### src/sv/lad_pkg.sv
// shared types and codes for the linear array deque
package lad_pkg;

	localparam int VALUE_W = 32;

	// request kinds carried on the input tuser
	localparam logic [1:0] REQ_PUSH_BACK  = 2'd0;
	localparam logic [1:0] REQ_PUSH_FRONT = 2'd1;
	localparam logic [1:0] REQ_POP_FRONT  = 2'd2;
	localparam logic [1:0] REQ_POP_BACK   = 2'd3;

	// result status codes carried on the output tuser
	localparam logic [1:0] ST_OK            = 2'd0;
	localparam logic [1:0] ST_OVERFLOW      = 2'd1;
	localparam logic [1:0] ST_FRONT_BLOCKED = 2'd2;
	localparam logic [1:0] ST_UNDERFLOW     = 2'd3;

	localparam logic signed [VALUE_W-1:0] UNDERFLOW_VALUE = -32'sd999;

	localparam int CAP_W = 7;
	localparam logic [CAP_W-1:0] CAP_RESET = 7'd64;

	// decoupling queue between classifier and executor
	localparam int QUEUE_DEPTH = 2;
	localparam int QPTR_W      = $clog2(QUEUE_DEPTH);
	localparam int QCNT_W      = $clog2(QUEUE_DEPTH + 1);

	typedef struct packed {
		logic                      is_pop;
		logic                      at_front;
		logic signed [VALUE_W-1:0] value;
	} op_t;

endpackage

### src/sv/lad_front.sv
// request classifier and short op queue in front of the executor
module lad_front (
	input  logic                             clk,
	input  logic                             arst_n,
	input  logic                             s_tvalid,
	output logic                             s_tready,
	input  logic [1:0]                       s_tuser,
	input  logic [lad_pkg::VALUE_W-1:0]      s_tdata,
	output logic                             op_valid,
	input  logic                             op_ready,
	output lad_pkg::op_t                     op
);

	lad_pkg::op_t                  op_in;
	lad_pkg::op_t                  queue_q [lad_pkg::QUEUE_DEPTH];
	logic [lad_pkg::QPTR_W-1:0]    wr_ptr_q;
	logic [lad_pkg::QPTR_W-1:0]    rd_ptr_q;
	logic [lad_pkg::QCNT_W-1:0]    count_q;
	logic                          fire_in;
	logic                          fire_out;

	always_comb begin
		op_in.value = s_tdata;
		unique case (s_tuser)
			lad_pkg::REQ_PUSH_BACK: begin
				op_in.is_pop   = 1'b0;
				op_in.at_front = 1'b0;
			end
			lad_pkg::REQ_PUSH_FRONT: begin
				op_in.is_pop   = 1'b0;
				op_in.at_front = 1'b1;
			end
			lad_pkg::REQ_POP_FRONT: begin
				op_in.is_pop   = 1'b1;
				op_in.at_front = 1'b1;
			end
			default: begin
				op_in.is_pop   = 1'b1;
				op_in.at_front = 1'b0;
			end
		endcase
	end

	assign s_tready = (count_q != lad_pkg::QCNT_W'(lad_pkg::QUEUE_DEPTH));
	assign op_valid = (count_q != '0);
	assign op       = queue_q[rd_ptr_q];
	assign fire_in  = s_tvalid & s_tready;
	assign fire_out = op_valid & op_ready;

	always_ff @(posedge clk) begin
		if (fire_in) begin
			queue_q[wr_ptr_q] <= op_in;
		end
	end

	always_ff @(posedge clk or negedge arst_n) begin
		if (!arst_n) begin
			wr_ptr_q <= '0;
			rd_ptr_q <= '0;
			count_q  <= '0;
		end else begin
			if (fire_in) begin
				wr_ptr_q <= wr_ptr_q + 1'b1;
			end
			if (fire_out) begin
				rd_ptr_q <= rd_ptr_q + 1'b1;
			end
			if (fire_in && !fire_out) begin
				count_q <= count_q + 1'b1;
			end else if (!fire_in && fire_out) begin
				count_q <= count_q - 1'b1;
			end
		end
	end

endmodule

### src/sv/lad_back.sv
// deque executor: indices, slot memory and result register
module lad_back #(
	parameter int MAX_SLOTS = 64
) (
	input  logic                          clk,
	input  logic                          arst_n,
	input  logic                          cfg_we,
	input  logic [lad_pkg::CAP_W-1:0]     cfg_wdata,
	input  logic                          op_valid,
	output logic                          op_ready,
	input  lad_pkg::op_t                  op,
	output logic                          m_tvalid,
	input  logic                          m_tready,
	output logic [lad_pkg::VALUE_W-1:0]   m_tdata,
	output logic [1:0]                    m_tuser
);

	localparam int IW = (MAX_SLOTS > 1) ? $clog2(MAX_SLOTS) : 1;
	localparam int CW = (IW + 1 > lad_pkg::CAP_W) ? IW + 1 : lad_pkg::CAP_W;

	localparam logic ST_IDLE = 1'b0;
	localparam logic ST_READ = 1'b1;

	logic                              state_q;
	logic [IW-1:0]                     front_q;
	logic [IW-1:0]                     rear_q;
	logic                              empty_q;
	logic [lad_pkg::CAP_W-1:0]         capacity_q;
	logic                              out_valid_q;
	logic signed [lad_pkg::VALUE_W-1:0] pop_value_q;
	logic [1:0]                        status_q;
	logic signed [lad_pkg::VALUE_W-1:0] rd_data_q;
	logic signed [lad_pkg::VALUE_W-1:0] slots_q [MAX_SLOTS];

	logic [CW-1:0]                     cap_ext;
	logic [CW-1:0]                     live_cap;
	logic                              at_limit;
	logic                              launch;
	logic [IW-1:0]                     front_d;
	logic [IW-1:0]                     rear_d;
	logic                              empty_d;
	logic                              wr_en;
	logic [IW-1:0]                     wr_addr;
	logic                              rd_en;
	logic [IW-1:0]                     rd_addr;
	logic [1:0]                        status_d;
	logic signed [lad_pkg::VALUE_W-1:0] value_d;

	// live capacity clamps zero to one and large values to the array size
	assign cap_ext  = CW'(capacity_q);
	assign live_cap = (capacity_q == '0) ? CW'(1) :
	                  (cap_ext > CW'(MAX_SLOTS)) ? CW'(MAX_SLOTS) : cap_ext;
	assign at_limit = (CW'(rear_q) >= live_cap - CW'(1));

	assign op_ready = (state_q == ST_IDLE) && (!out_valid_q || m_tready);
	assign launch   = op_valid && op_ready;

	always_comb begin
		front_d  = front_q;
		rear_d   = rear_q;
		empty_d  = empty_q;
		wr_en    = 1'b0;
		wr_addr  = '0;
		rd_en    = 1'b0;
		rd_addr  = front_q;
		status_d = lad_pkg::ST_OK;
		value_d  = '0;
		if (op.is_pop) begin
			if (empty_q) begin
				status_d = lad_pkg::ST_UNDERFLOW;
				value_d  = lad_pkg::UNDERFLOW_VALUE;
			end else if (front_q == rear_q) begin
				// last element: back to the empty layout
				rd_en   = 1'b1;
				rd_addr = front_q;
				front_d = '0;
				rear_d  = '0;
				empty_d = 1'b1;
			end else if (op.at_front) begin
				rd_en   = 1'b1;
				rd_addr = front_q;
				front_d = front_q + IW'(1);
			end else begin
				rd_en   = 1'b1;
				rd_addr = rear_q;
				rear_d  = rear_q - IW'(1);
			end
		end else if (op.at_front) begin
			if (!empty_q && front_q != '0) begin
				front_d = front_q - IW'(1);
				wr_en   = 1'b1;
				wr_addr = front_q - IW'(1);
			end else begin
				status_d = lad_pkg::ST_FRONT_BLOCKED;
			end
		end else begin
			if (empty_q) begin
				front_d = '0;
				rear_d  = '0;
				empty_d = 1'b0;
				wr_en   = 1'b1;
				wr_addr = '0;
			end else if (at_limit) begin
				status_d = lad_pkg::ST_OVERFLOW;
			end else begin
				rear_d  = rear_q + IW'(1);
				wr_en   = 1'b1;
				wr_addr = rear_q + IW'(1);
			end
		end
	end

	always_ff @(posedge clk) begin
		if (launch && wr_en) begin
			slots_q[wr_addr] <= op.value;
		end
		if (launch && rd_en) begin
			rd_data_q <= slots_q[rd_addr];
		end
	end

	always_ff @(posedge clk) begin
		if (launch) begin
			status_q    <= status_d;
			pop_value_q <= value_d;
		end else if (state_q == ST_READ) begin
			pop_value_q <= rd_data_q;
		end
	end

	always_ff @(posedge clk or negedge arst_n) begin
		if (!arst_n) begin
			state_q     <= ST_IDLE;
			front_q     <= '0;
			rear_q      <= '0;
			empty_q     <= 1'b1;
			capacity_q  <= lad_pkg::CAP_RESET;
			out_valid_q <= 1'b0;
		end else begin
			if (cfg_we) begin
				capacity_q <= cfg_wdata;
			end
			unique case (state_q)
				ST_IDLE: begin
					if (launch) begin
						front_q <= front_d;
						rear_q  <= rear_d;
						empty_q <= empty_d;
						if (rd_en) begin
							state_q     <= ST_READ;
							out_valid_q <= 1'b0;
						end else begin
							out_valid_q <= 1'b1;
						end
					end else if (m_tready) begin
						out_valid_q <= 1'b0;
					end
				end
				default: begin
					state_q     <= ST_IDLE;
					out_valid_q <= 1'b1;
				end
			endcase
		end
	end

	assign m_tvalid = out_valid_q;
	assign m_tdata  = pop_value_q;
	assign m_tuser  = status_q;

	a_read_slot_free: assert property (@(posedge clk) disable iff (!arst_n)
		(state_q == ST_READ) |-> !out_valid_q)
		else $error("result register busy while pop data returns");

	a_pop_goes_read: assert property (@(posedge clk) disable iff (!arst_n)
		(launch && rd_en) |=> (state_q == ST_READ))
		else $error("pop read not followed by data cycle");

	a_empty_layout: assert property (@(posedge clk) disable iff (!arst_n)
		empty_q |-> (front_q == '0 && rear_q == '0))
		else $error("empty deque with nonzero indices");

	a_index_order: assert property (@(posedge clk) disable iff (!arst_n)
		!empty_q |-> (front_q <= rear_q))
		else $error("front index passed rear index");

endmodule

### src/sv/linear_array_deque.sv
// top level of the linear array deque: classifier front, executor back
//
// channel  dir  handshake            payload
// s_*      in   s_tvalid/s_tready    tuser: req_type, tdata: push_value
// m_*      out  m_tvalid/m_tready    tdata: pop_value, tuser: status
// cfg_*    in   cfg_we               cfg_wdata: capacity
//
// a push or underflow pop ends in the idle state, a slot pop passes the read
// state: its registered slot read lands in the result register next cycle
// a two-entry op queue lets the input side keep taking beats while the
// executor or the output side stalls; the result register frees as it drains
// reset clears indices, empties the deque and sets capacity to 64; the slot
// memory has no reset, only written slots are ever read
module linear_array_deque #(
	parameter int MAX_SLOTS = 64
) (
	input  logic                          clk,
	input  logic                          arst_n,
	// input beats
	input  logic                          s_tvalid,
	output logic                          s_tready,
	input  logic [1:0]                    s_tuser,   // [1:0] req_type
	input  logic [31:0]                   s_tdata,   // [31:0] push_value
	// result beats
	output logic                          m_tvalid,
	input  logic                          m_tready,
	output logic [31:0]                   m_tdata,   // [31:0] pop_value
	output logic [1:0]                    m_tuser,   // [1:0] status
	// capacity register
	input  logic                          cfg_we,
	input  logic [6:0]                    cfg_wdata
);

	// classified ops between front and back
	logic         op_valid;
	logic         op_ready;
	lad_pkg::op_t op;

	// front: decode request kind and buffer it
	lad_front u_front (
		.clk      (clk),
		.arst_n   (arst_n),
		.s_tvalid (s_tvalid),
		.s_tready (s_tready),
		.s_tuser  (s_tuser),
		.s_tdata  (s_tdata),
		.op_valid (op_valid),
		.op_ready (op_ready),
		.op       (op)
	);

	// back: index updates, slot memory and result register
	lad_back #(
		.MAX_SLOTS (MAX_SLOTS)
	) u_back (
		.clk       (clk),
		.arst_n    (arst_n),
		.cfg_we    (cfg_we),
		.cfg_wdata (cfg_wdata),
		.op_valid  (op_valid),
		.op_ready  (op_ready),
		.op        (op),
		.m_tvalid  (m_tvalid),
		.m_tready  (m_tready),
		.m_tdata   (m_tdata),
		.m_tuser   (m_tuser)
	);

endmodule
### config.mk
export PLATFORM = sky130hd
export DESIGN_NAME = linear_array_deque
export DESIGN_NICKNAME = d
export VERILOG_FILES = /design/src/sv/lad_pkg.sv /design/src/sv/lad_front.sv /design/src/sv/lad_back.sv /design/src/sv/linear_array_deque.sv
export SDC_FILE = /design/constraint.sdc
export NUM_CORES = 2
export LEC_CHECK = 0
export ABC_CLOCK_PERIOD_IN_PS = 9700
export BUFFER_PORTS_ARGS = -buffer_cell sky130_fd_sc_hd__buf_4
export CELL_PAD_IN_SITES_DETAIL_PLACEMENT = 1
export CELL_PAD_IN_SITES_GLOBAL_PLACEMENT = 1
export CORE_ASPECT_RATIO = 0.6
export CORE_MARGIN = 2
export CORE_UTILIZATION = 45
export CTS_CLUSTER_DIAMETER = 120
export DETAILED_ROUTE_END_ITERATION = 10
export PLACE_DENSITY = 0.8
export SETUP_SLACK_MARGIN = 0.1
export SKIP_LAST_GASP = 1
export SLEW_MARGIN = 40
export SYNTH_ARGS = -nofsm -noshare
export SYNTH_HDL_FRONTEND = slang
export SYNTH_SLANG_ARGS = --single-unit
### constraint.sdc
create_clock -name clk -period 9.7 [get_ports clk]
set_input_delay 0.97 -clock clk [delete_from_list [all_inputs] [get_ports clk]]
set_output_delay 0.97 -clock clk [all_outputs]
set_load 0.02 [all_outputs]
# Yosys cells after proc, flatten, opt, wreduce, memory -nomap -nowiden
# Memory sizes are Yosys's and may differ from the RTL's. A register that Yosys moved wholly into a read port is not among the register bits.
# Index checks and enable logic that the tools add are counted.
[word_totals]
ramBits = 2116
mem_count = 2
word_cells = 120
reg_bits = 60
[op_classes]
bitwise = 3
n_reduce_logical = 24
n_addsub = 9
n_eq_ne = 9
n_lt_le_gt_ge = 2
mux = 60
[mem_list]
columns = ["memory", "words", "width", "rd", "rd_clocked_by_memory_dff", "write_ports", "line_no", "text"]
rows = [
  ["u_back.slots_q", 64, 32, 1, 1, 1, "lad_back.sv:33", "logic signed [lad_pkg::VALUE_W-1:0] slots_q [MAX_SLOTS];"],
  ["u_front.queue_q", 2, 34, 1, 0, 1, "lad_front.sv:15", "lad_pkg::op_t queue_q [lad_pkg::QUEUE_DEPTH];"],
]
[ops]
columns = ["cell", "n"]
rows = [
  ["$mux 6", 23],
  ["$mux 32", 4],
  ["$mux 1", 23],
  ["$mux 2", 7],
  ["$mux 7", 2],
  ["$add 6x1->6 const B", 2],
  ["$reduce_and 6->1", 2],
  ["$sub 6x1->6 const B", 2],
  ["$reduce_bool 3->1", 3],
  ["$ge 6x7->1", 1],
  ["$gt 7x7->1 const B", 1],
  ["$logic_and 1x1->1", 7],
  ["$logic_not 7->1", 1],
  ["$sub 7x1->7 const B", 1],
  ["$eq 6x6->1", 1],
  ["$ne 3x1->1 const B", 2],
  ["$pmux 2 s3", 1],
  ["$reduce_bool 2->1", 3],
  ["$reduce_bool 6->1", 1],
  ["$logic_not 1->1", 4],
  ["$ne 2x2->1 const B", 2],
  ["$ne 3x2->1 const B", 1],
  ["$reduce_and 3->1", 1],
  ["$add 1x1->1 const B", 2],
  ["other kinds (9)", 10],
]

# Logic depth before layout (Yosys ltp)
[logic_depth]
depth_word = 12
mapped_depth = 17

# Cells and area by module
# A second synthesis with hierarchy kept.
[unflattened]
cells_unflattened = 5913
hier_area_um2 = 87940.6
[by_module_without_submodules]
columns = ["module", "cells_per_inst", "area_per_inst_um2", "instances"]
rows = [
  ["lad_back", 5784, 85102.9, 1],
  ["lad_front", 129, 2837.7, 1],
]

# Least setup slack after synthesis
# OpenSTA, ideal clock, no wires.
[synth_path]
path_type = "register to register"
from = "register u_back.capacity_q, in the netlist u_back.cap_ext[3]"
to = "memory u_back.slots_q[34][0] (netlist bit), enable pin"
n_path_buf = 1
stages_incl_launch_ff = 17
setup_time_ns = 0.513
synth_period_minus_slack_ns = 7.499
arrival_ns = 6.986
path_slack_ns = 2.201
path_cell_list = "dfrtp_1 > or3_1 > nor3_1 > a22oi_1 > ha_1 > nor2_1 > a21oi_1 > a22oi_1 > ha_1 > a21o_1 > a21oi_1 > o21ai_1 > a21o_1 > o22a_1 > or4b_1 > clkbuf_1 > nor4b_1"
[synth_between]
elab_chain_len = 12
elab_cells_between_ends = 17
classes_between = "add/sub: 1; order compare: 2; mux: 12; reduce/logical: 2"
[synth_rtl]
columns = ["element", "line_no", "text"]
rows = [
  ["start: declaration", "lad_back.sv:28", "logic [lad_pkg::CAP_W-1:0] capacity_q;"],
  ["start signal: assignment", "lad_back.sv:137", "capacity_q <= lad_pkg::CAP_RESET;"],
  ["start signal: assignment", "lad_back.sv:141", "capacity_q <= cfg_wdata;"],
  ["$gt 7x7->1", "lad_back.sv:52", "(cap_ext > CW'(MAX_SLOTS)) ? CW'(MAX_SLOTS) : cap_ext;"],
  ["$mux 7", "lad_back.sv:52", ""],
  ["$mux 7 (*)", "lad_back.sv:51", "assign live_cap = (capacity_q == '0) ? CW'(1) :"],
  ["$sub 7x1->7 (*)", "lad_back.sv:53", "assign at_limit = (CW'(rear_q) >= live_cap - CW'(1));"],
  ["$ge 6x7->1 (*)", "lad_back.sv:53", ""],
  ["$mux 1", "lad_back.sv:103", "end else if (at_limit) begin"],
  ["$mux 1", "lad_back.sv:97", "if (empty_q) begin"],
  ["$mux 1", "lad_back.sv:88", "end else if (op.at_front) begin"],
  ["$mux 1", "lad_back.sv:68", "if (op.is_pop) begin"],
  ["$logic_and 1x1->1", "lad_back.sv:114", "if (launch && wr_en) begin"],
  ["$mux 1", "lad_back.sv:114", ""],
  ["$mux 1 (implied by the code)", "lad_back.sv:115", "slots_q[wr_addr] <= op.value;"],
  ["end: declaration", "lad_back.sv:33", ""],
]
# Mark *: on every way between the ends. The rest lies on a longest branch, timed or not.

# Final worst setup path
[layout_path]
from = "register u_back.capacity_q, in the netlist u_back.cap_ext[3]"
to = "memory u_back.slots_q[34][23] (netlist bit), enable pin"
# The elaborated chain is that of the path after synthesis.

==> flow_summary.json <==
{
  "status": "finished clean",
  "cp_max_fo": 32,
  "sequentialPowerShare_pct": 36.8,
  "nFillCells": 18300,
  "fin_tns_setup_ns": 0,
  "synth_fp_nets": 5875,
  "h-tree-depth": 4,
  "viasPerCell": 6.64,
  "netlist_instances": 5814,
  "path_class": "reg2reg",
  "wl_met1_microns": 117000,
  "fp.coreArea_sq_um": 194000,
  "layout_common_cells": "edfxtp_1 (2182), nand2_1 (924), mux2i_1 (427)",
  "finalHoldViolations": 0,
  "ys_warn_count": 0,
  "clockPowerShare_pct": 23.5,
  "layout_commonest_cell": "edfxtp_1",
  "rrSetupSlack_ns": 3.48,
  "drt_wl_total_microns": 305000,
  "num_rows": 125,
  "worst_hold_slack_ns": 0.285,
  "r2r_start": "u_back.cap_ext[3]",
  "synth_seq_cells": 2208,
  "grt_overflow_total": 0,
  "io_pins": 82,
  "synth_edf_count": 2182,
  "synth_flop_cell": "edfxtp_1",
  "numCtsBuffers": 199,
  "die_h_microns": 346,
  "layout.nets": 5993,
  "multi_input_area_sq_um": 21200,
  "final_antenna_net_count": 0,
  "post_cts_buffers": 0,
  "vias": 57700,
  "drtIter0Drc": 9510,
  "worstMarginPinSlew_ns": 0.994,
  "regArea_sq_um": 66200,
  "min_period_over_period_pct": 64.2,
  "cts-root-buf": "clkbuf_16",
  "cap_violations": 0,
  "dr_wl_met3_microns": 45300,
  "die_x_microns": 575,
  "place.gp.congestion": 0.923,
  "p_per_area_nw_per_um2": 335,
  "min_from": "s_tdata[18]",
  "crit_chain": "or3_1 > nor3_1 > a22oi_1 > ha_1 > nor2_1 > a21oi_1 > a22oi_1 > ha_1 > a21o_1 > a21oi_1 > o21ai_1 > a31oi_1 > o211ai_1 > buf_2 > or4b_1 > nor4b_2 > buf_4",
  "cts.path.max_buffers": 4,
  "r2r_cells": 17,
  "critPathSlowestCell": "or4b_1",
  "p_sw_uw": 13500,
  "hp-class": "in2reg",
  "skew_ns": 0.0639,
  "dr_wl_met2_microns": 131000,
  "min_path_cells": 1,
  "post_drt_wl_per_cell_microns": 35.1,
  "total_power_uw": 33300,
  "max_stage_delay_ns": 0.89,
  "utilization_pct": 51.4,
  "grt_max_degree": 155,
  "worst_ep_arrival_time_ns": 6.68,
  "start_util_pct": 45.4,
  "worstPathRequired_ns": 10.16,
  "path_clk_slew_ns": 0.07,
  "ys_seq_area_share_pct": 75.3,
  "drive_gt1_share_pct": 13.7,
  "fin_crit_ns": 6.22,
  "startpoint_type": "register",
  "synth.distinct_cells": 84,
  "top_layer_used": "met5",
  "comb_power_share_pct": 39.7,
  "cts_sinks": 2208,
  "max_slew_margin_pct": 33.8,
  "antenna_found_initial": 37,
  "p_int_uw": 19800,
  "place_hpwl_microns": 170000,
  "syn_area_per_cell_sq_um": 15.1,
  "drc_errors": 0,
  "grt_pass1_wl_microns": 428000,
  "syn_area_sq_um": 87900,
  "worstSkewPairLatency_ns": 0.87,
  "cts_tree": "built",
  "die-area_sq_um": 199000,
  "grt_setup_unrepaired": "no",
  "end_kind": "register",
  "async_flop_share_pct": 1.18,
  "max_freq_mhz": 161,
  "grt_usage_pct": 30.0,
  "setup-violations-final": 0,
  "grt_pass1_vias": 58400,
  "dr.pass1.iters": 5,
  "switching_share_pct": 40.5,
  "io_buffers": 81,
  "area_growth_syn_to_layout_pct": 13.4,
  "irDropWorstVdd_mv": 0.432,
  "min_to": "u_front.queue_q[0][18]",
  "r2r-end": "u_back.slots_q[34][23]",
  "p_leak_uw": 0.0341,
  "finalMaxSlewViolations": 0
}
[flip-flops by register name (all words and copies together) (netlist names)]
signal / count
u_back.rear_q: 6
u_back.empty_q: 1
u_back.m_tuser: 2
u_front.rd_ptr_q: 1
u_back.state_q: 1
u_front.queue_q: 68
u_back.front_q: 6
u_back.m_tvalid: 1
u_back.cap_ext: 7
u_back.rd_data_q: 32
u_front.wr_ptr_q: 1
u_back.m_tdata: 32
u_back.slots_q: 2048
u_front.count_q: 2
[area by class of cell]
type,count,share of cell area (%)
diodes,1,0.00251
clock buffers,234,5.25
clock inverters,117,0.963
inverters,22,0.0828
multi-input cells,3201,21.3
flip-flops and latches,2208,66.4
well taps,2603,3.27
repair buffers,300,2.77
[routing by layer]
layer	vias to the layer above	track usage, %
li1	22800	-
met1	29700	42.4
met2	4433	43.6
met3	728	9.43
met4	28	10.5
met5	-	0
[cell families (layout without fill, tap and decap cells)]
kind of cell | count (synthesis) | in the layout | synth area share (%)
flip-flops | 2208 | 2208 | 75.3
AND/OR/NAND/NOR | 1688 | 1688 | 8.63
AO/OA/AOI/OAI | 938 | 938 | 7.31
multiplexers | 540 | 540 | 6.46
buffers and inverters | 405 | 673 | 1.93
XOR/XNOR | 20 | 20 | 0.199
adder cells (fa/ha/maj) | 15 | 15 | 0.213
other | 0 | 1 | 0
[timing repair]
action,4_1_cts,5_1_grt
resized for setup,0,0
endpoints found under the setup margin,0,0
hold buffers,1,0
endpoints found under the hold margin,1,0
[how the worst max path moves through the flow]
stage,startpoint,end,slack [ns],cells past startpoint
detailed placement,u_back.cap_ext[3],u_back.slots_q[34][17],3.63,17
floorplan,u_back.cap_ext[3],u_back.slots_q[34][0],2.20,16
finish,u_back.cap_ext[3],u_back.slots_q[34][23],3.48,17
global placement,u_back.empty_q,u_back.rd_data_q[12],3.17,9
global route,u_back.cap_ext[3],u_back.slots_q[34][19],3.21,17
CTS,u_back.cap_ext[3],u_back.slots_q[34][17],3.58,17
[critical path, delay by kind of cell, from the launching register on]
family | cells | cell delay (ns)
buf+inv | 2 | 0.95
flops | 1 | 0.42
compound gates | 8 | 1.65
fa+ha+maj | 2 | 0.58
simple gates | 5 | 2.17
[cell usage after synthesis (all sizes together) (13+ instances only)]
| cell | count | area [sq um] |
|---|---|---|
| a32oi | 21 | 184 |
| ha | 15 | 188 |
| a22oi | 17 | 128 |
| a211oi | 38 | 290 |
| and2 | 13 | 81.3 |
| buf | 146 | 727 |
| a31oi | 39 | 244 |
| dfrtp | 24 | 601 |
| o22ai | 32 | 200 |
| mux2i | 430 | 4300 |
| o221a | 18 | 203 |
| a221oi | 29 | 260 |
| edfxtp | 2182 | 65500 |
| a21o | 37 | 278 |
| and3 | 81 | 507 |
| or2 | 14 | 87.6 |
| or4 | 24 | 180 |
| a21oi | 311 | 1570 |
| nand2 | 928 | 3490 |
| nor3 | 29 | 150 |
| nand2b | 14 | 87.6 |
| o21ai | 98 | 490 |
| mux2 | 98 | 1100 |
| clkbuf | 237 | 890 |
| a21boi | 14 | 105 |
| o221ai | 189 | 1660 |
| nor2 | 98 | 378 |
| nand3 | 373 | 1870 |
| inv | 22 | 82.6 |
| nor4 | 79 | 494 |
[power by group through the flow]
stage / Combinational, uW / Clock (uW) / Sequential [uW]
final: 13200 / 7830 / 12300
after global routing: 13600 / 8160 / 12300
after global placement: 11500 / 0 / 12500
after detailed placement: 12400 / 0 / 12500
after CTS: 12500 / 7850 / 12300
after floorplan: 6920 / 0 / 12400
[per-stage QoR]
stage / setup slack (ns) / instance area [sq um] / std cells
4_1_cts: 3.58 / 99300 / 8671
6_report: 3.48 / 99700 / 8686
2_1_floorplan: 2.20 / 87900 / 5814
3_3_place_gp: 3.17 / 92500 / 8293
5_1_grt: 3.21 / 99700 / 8685
3_5_place_dp: 3.63 / 93100 / 8319
(Power assumes the default switching activity.)
